==> src/bpl_pkg.sv <==
// Shared types and constants for the BSP point locate block.
// Used by every module of the block; depends on nothing.
`default_nettype none

package bpl_pkg;

  localparam int NodeIdxW = 13;
  localparam int NormalW  = 16;
  localparam int CoordW   = 32;
  localparam int StatusW  = 2;
  localparam int LevelsW  = 7;

  // Action codes of an input word.
  localparam logic ActWrite  = 1'b0;
  localparam logic ActLocate = 1'b1;

  // Status codes of a result word.
  localparam logic [StatusW-1:0] StLeaf    = 2'd0;
  localparam logic [StatusW-1:0] StWritten = 2'd1;
  localparam logic [StatusW-1:0] StDepth   = 2'd2;

  typedef struct packed {
    logic                       action;
    logic [NodeIdxW-1:0]        node_index;
    logic                       is_leaf;
    logic signed [NormalW-1:0]  normal_x;
    logic signed [NormalW-1:0]  normal_y;
    logic signed [NormalW-1:0]  normal_z;
    logic signed [CoordW-1:0]   plane_dist;
    logic [NodeIdxW-1:0]        front_child;
    logic [NodeIdxW-1:0]        back_child;
    logic signed [CoordW-1:0]   point_x;
    logic signed [CoordW-1:0]   point_y;
    logic signed [CoordW-1:0]   point_z;
  } in_word_t;

  typedef struct packed {
    logic [StatusW-1:0]  status;
    logic [NodeIdxW-1:0] leaf_index;
    logic [LevelsW-1:0]  levels_walked;
  } out_word_t;

  // One tree node as it sits in the node memory.
  typedef struct packed {
    logic                       is_leaf;
    logic [NodeIdxW-1:0]        back_child;
    logic [NodeIdxW-1:0]        front_child;
    logic signed [CoordW-1:0]   plane_dist;
    logic signed [NormalW-1:0]  normal_z;
    logic signed [NormalW-1:0]  normal_y;
    logic signed [NormalW-1:0]  normal_x;
  } node_t;

  typedef struct packed {
    logic signed [CoordW-1:0] x;
    logic signed [CoordW-1:0] y;
    logic signed [CoordW-1:0] z;
  } point_t;

endpackage

`default_nettype wire

==> src/bpl_plane_eval.sv <==
// Three-stage plane side test: sign of normal . point - distance.
// Depends on bpl_pkg for the node and point types.
`default_nettype none

module bpl_plane_eval (
  input  logic            clk_i,
  input  logic            rst_ni,
  input  logic            start_i,
  input  bpl_pkg::node_t  node_i,
  input  bpl_pkg::point_t point_i,
  output logic            done_o,
  output logic            front_o
);

  localparam int ProdW = bpl_pkg::NormalW + bpl_pkg::CoordW;
  localparam int DistW = bpl_pkg::CoordW + 15;
  localparam int SumW  = ProdW + 2;

  logic signed [ProdW-1:0] prod_x_q, prod_y_q, prod_z_q;
  logic signed [DistW-1:0] dist_q;
  logic signed [SumW-1:0]  sum_a_q, sum_b_q;
  logic signed [SumW-1:0]  total;
  logic                    v1_q, v2_q, done_q, front_q;

  assign total = sum_a_q + sum_b_q;

  always_ff @(posedge clk_i or negedge rst_ni) begin
    if (!rst_ni) begin
      v1_q   <= 1'b0;
      v2_q   <= 1'b0;
      done_q <= 1'b0;
    end else begin
      v1_q   <= start_i;
      v2_q   <= v1_q;
      done_q <= v2_q;
    end
  end

  always_ff @(posedge clk_i) begin
    prod_x_q <= ProdW'($signed(node_i.normal_x) * $signed(point_i.x));
    prod_y_q <= ProdW'($signed(node_i.normal_y) * $signed(point_i.y));
    prod_z_q <= ProdW'($signed(node_i.normal_z) * $signed(point_i.z));
    dist_q   <= $signed({node_i.plane_dist, 15'd0});
    sum_a_q  <= SumW'(prod_x_q) + SumW'(prod_y_q);
    sum_b_q  <= SumW'(prod_z_q) - SumW'(dist_q);
    front_q  <= !total[SumW-1];
  end

  assign done_o  = done_q;
  assign front_o = front_q;

endmodule

`default_nettype wire

==> config.mk <==
export PLATFORM = sky130hd
export DESIGN_NAME = bpl_plane_eval
export DESIGN_NICKNAME = d
export VERILOG_FILES = /design/src/bpl_pkg.sv /design/src/bpl_plane_eval.sv
export SDC_FILE = /design/constraint.sdc
export NUM_CORES = 2
export LEC_CHECK = 0
export ABC_CLOCK_PERIOD_IN_PS = 5100
export BUFFER_PORTS_ARGS = -buffer_cell sky130_fd_sc_hd__buf_2
export CELL_PAD_IN_SITES_DETAIL_PLACEMENT = 0
export CELL_PAD_IN_SITES_GLOBAL_PLACEMENT = 1
export CORE_AREA = 2 2 403 405
export CTS_CLUSTER_DIAMETER = 60
export DETAILED_ROUTE_END_ITERATION = 7
export DIE_AREA = 0 0 405 407
export PLACE_DENSITY_LB_ADDON = 0.25
export SLEW_MARGIN = 30
export SYNTH_ARGS = -nofsm -noshare
export SYNTH_HDL_FRONTEND = slang
export SYNTH_SLANG_ARGS = --single-unit
==> constraint.sdc <==
create_clock -name clk_i -period 5.1 [get_ports clk_i]
set_clock_uncertainty 0.15 [all_clocks]
set_input_delay 0.255 -clock clk_i [delete_from_list [all_inputs] [get_ports clk_i]]
set_output_delay 0.255 -clock clk_i [all_outputs]
set_load 0.005 [all_outputs]
==> run_results.csv <==
group,metric,value,unit
worst_setup_path,worst_ep_required_time,5.44,ns
timing,setup_viol_count_final,80,
grt,grt_pass1_vias,52370,
synth,synth_compound_area_share,6.574,%
clock_tree,clkLatencyLatePin,0.57,ns
synth,yosys.area_share.simple,14.82,%
detailed_routing,dr.pass1.iters,6,
synth,synth-async-reset-ratio,1.079,%
timing,grt_setup_unrepaired,"true",
worst_setup_path,cp_max_fo,5,
min_path,min_from,"point_i[0]",
timing,max_slew_margin,39.00,%
synth,ys.warnings.count,0,
grt,grt_pass1_wl,275.8,mm
floorplanning,ioPinCount,208,
synth,synth.avg_cell_area,9.062,sq um
run_status,violations,"setup timing",
detailed_routing,routedWlPerCell,16.35,microns
synth,syn_nets,9171,
cells_and_area,final_util,49.39,%
synth,synthMuxAreaShare,0,%
synth,synthDistinctLibCells,76,
clock_tree,clockBufferDepth,3,
floorplanning,rows,147,
cells_and_area,fillers,15190,
cells_and_area,multi_input_area,53080,sq um
job,drv_cap,0,
cells_and_area,seq_area,5580,sq um
timing,holdWs,0.08463,ns
clock_tree,h-tree-depth,2,
clock_tree,cts_tree,"built",
run_status,status,"finished with violations",
detailed_routing,routed_wl,166.7,mm
synth,synth_xor_area_share,3.050,%
synth,syn_inst,7034,
floorplanning,core_area,160200,sq um
synth,netlist_area,63740,sq um
timing,slew_viol_final,0,
grt,antenna_found_initial,8,
cells_and_area,layout_commonest_cell,"inv_1",
cells_and_area,drive_above_1_share,21.08,%
place,placement.io_buffers,180,
grt,grt_overflow,0,
worst_setup_path,criticalPathCategory,"primary input to flip-flop",
timing,min_period,6.131,ns
worst_setup_path,arrival,6.47,ns
detailed_routing,post_drt_via_cell_ratio,4.705,
clock_tree,cts.clk_slew.worst_paths,0.06,ns
detailed_routing,initialDrtViolationCount,1947,
cells_and_area,mostFrequentLayoutCells,"inv_1, fa_1, nand2_1",
place,gp_congestion,0.8684,
timing,fin_ws,-1.031,ns
worst_setup_path,rr_startpoint,"prod_y_q[0]",
synth,ys_ff_latch,278,
worst_setup_path,crit_path_start_kind,"primary input",
floorplanning,die_height,407,microns
timing,hold_viol,0,
detailed_routing,drc,0,
floorplanning,initial_core_util,39.79,%
clock_tree,numCtsBuffers,34,
clock_tree,cts_root_buf,"clkbuf_16",
timing,fmax,0.1631,GHz
floorplanning,dieArea,164800,sq um
worst_setup_path,crit_start,"point_i[7]",
synth,synth_edf_count,0,
place,place_worst_setup_slack,-1.720,ns
detailed_routing,ant_nets,0,
timing,fin_crit_sh,120.2,%
min_path,worstHoldPathType,"primary input to flip-flop",
synth,synth-main-ff-cell,"dfxtp_1",
timing,worst_slew_pin_slew,0.9032,ns
cells_and_area,finish.net_count,10140,
synth,yosysSeqAreaShare,8.755,%
synth,synthAdderAreaFrac,55.10,%
place,place_hpwl,147.0,mm
worst_setup_path,endpoint_kind,"flip-flop",
cells_and_area,area_growth,24.13,%
detailed_routing,via_count,47960,
grt,grt_start_max_net_pins,22,
clock_tree,clock_sinks,278,
floorplanning,die_w,405,microns
synth,synth_top_family_by_area,"adder cells",
grt,grt_usage,21.01,%
stage by stage:
| stage | instance area, sq um | TNS, ns | instances |
|---|---|---|---|
| detailed placement | 73980 | -110.48 | 9987 |
| CTS | 77720 | -31.47 | 10160 |
| global route | 79120 | -49.27 | 10190 |
| finish | 79120 | -35.24 | 10190 |
| global placement | 73980 | -109.27 | 9987 |
| floorplan | 64970 | -34.73 | 7034 |
timing repair:
item / in CTS / in global routing
hold endpoints to repair: 36 / 0
setup endpoints to repair: 95 / 100
hold buffers: 35 / 0
cloned: 2 / 4
pin swaps: 225 / 190
resized for setup: 408 / 272
setup buffers: 83 / 45
sequential cells by signal, indices dropped and copies added, names as in the netlist, 32 cells and up:
signal    cells
dist_q       32
prod_y_q     48
sum_a_q      49
prod_x_q     48
prod_z_q     48
sum_b_q      49
final timing paths:
| kind | endpoint | slack, ns | cells past startpoint |
|---|---|---|---|
| setup / recovery | prod_z_q[46] | -1.03 | 24 |
| hold / removal | prod_z_q[0] | 0.08 | 3 |
| setup reg to reg | sum_a_q[42] | 1.28 | 14 |
| hold reg to reg | sum_b_q[9] | 0.18 | 0 |
| max in group asynchronous | done_o | 4.24 | 3 |
| min in group asynchronous | v1_q | 0.42 | 3 |
cell usage after synthesis, types with 31 or more instances:
master    instances  share of area [%]
xor2_1           70               0.96
nand2b_1         46               0.45
dfxtp_1         275                8.6
clkbuf_1        260                1.5
a21oi_1         209                1.6
nor2_1          189                1.1
o21bai_1         36               0.42
nand2_1         950                5.6
a21o_1          117                1.4
nor2b_1          40               0.39
inv_1          1720                 10
o21ai_0          99               0.78
xnor2_1         152                2.1
and2_1          617                6.1
ha_1            471                9.2
nand3_1          31               0.24
fa_1           1460                 46
area by class of cell:
type | instances | share of cell area (%)
Multi-Input combinational cell | 4769 | 67.09
Timing Repair Buffer | 1201 | 12.76
Inverter | 1722 | 8.175
Sequential cell | 278 | 7.053
Tap cell | 2160 | 3.416
Clock buffer | 41 | 1.134
Clock inverter | 21 | 0.3748
Antenna cell | 1 | 0.003163
critical path, cell delays in order:
cell and delay [ns]:
buf_12 0.11, buf_8 0.12, buf_6 0.10, and2_4 0.14, fa_1 0.48, fa_1 0.54, fa_2 0.63, fa_2 0.46
fa_1 0.55, inv_1 0.05, fa_1 0.49, inv_2 0.05, ha_4 0.22, o21ai_2 0.06, nand2b_1 0.09, and3_4 0.15
a221o_1 0.31, a31o_1 0.22, a211oi_2 0.34, o31ai_2 0.12, or4_4 0.44, a31o_1 0.25, a21oi_2 0.15, xnor2_1 0.12
routing by layer:
metal	GRT usage, %	part of all wire (%)	wire length (microns)
met1	27.78	44	72690
met2	37.46	51	84590
met5	0	0	0
met3	1.396	3.1	5090
met4	5.106	2.6	4307
logic make-up after synthesis:
kind of cell,count (synthesis)
AND/OR/NAND/NOR,1968
AO/OA/AOI/OAI,648
XOR/XNOR,222
flip-flops,278
buffers and inverters,1987
adder cells (fa/ha/maj),1931
Power is not shown: default switching activity piles up to over one toggle a cycle in this logic, so the estimate is an artifact.
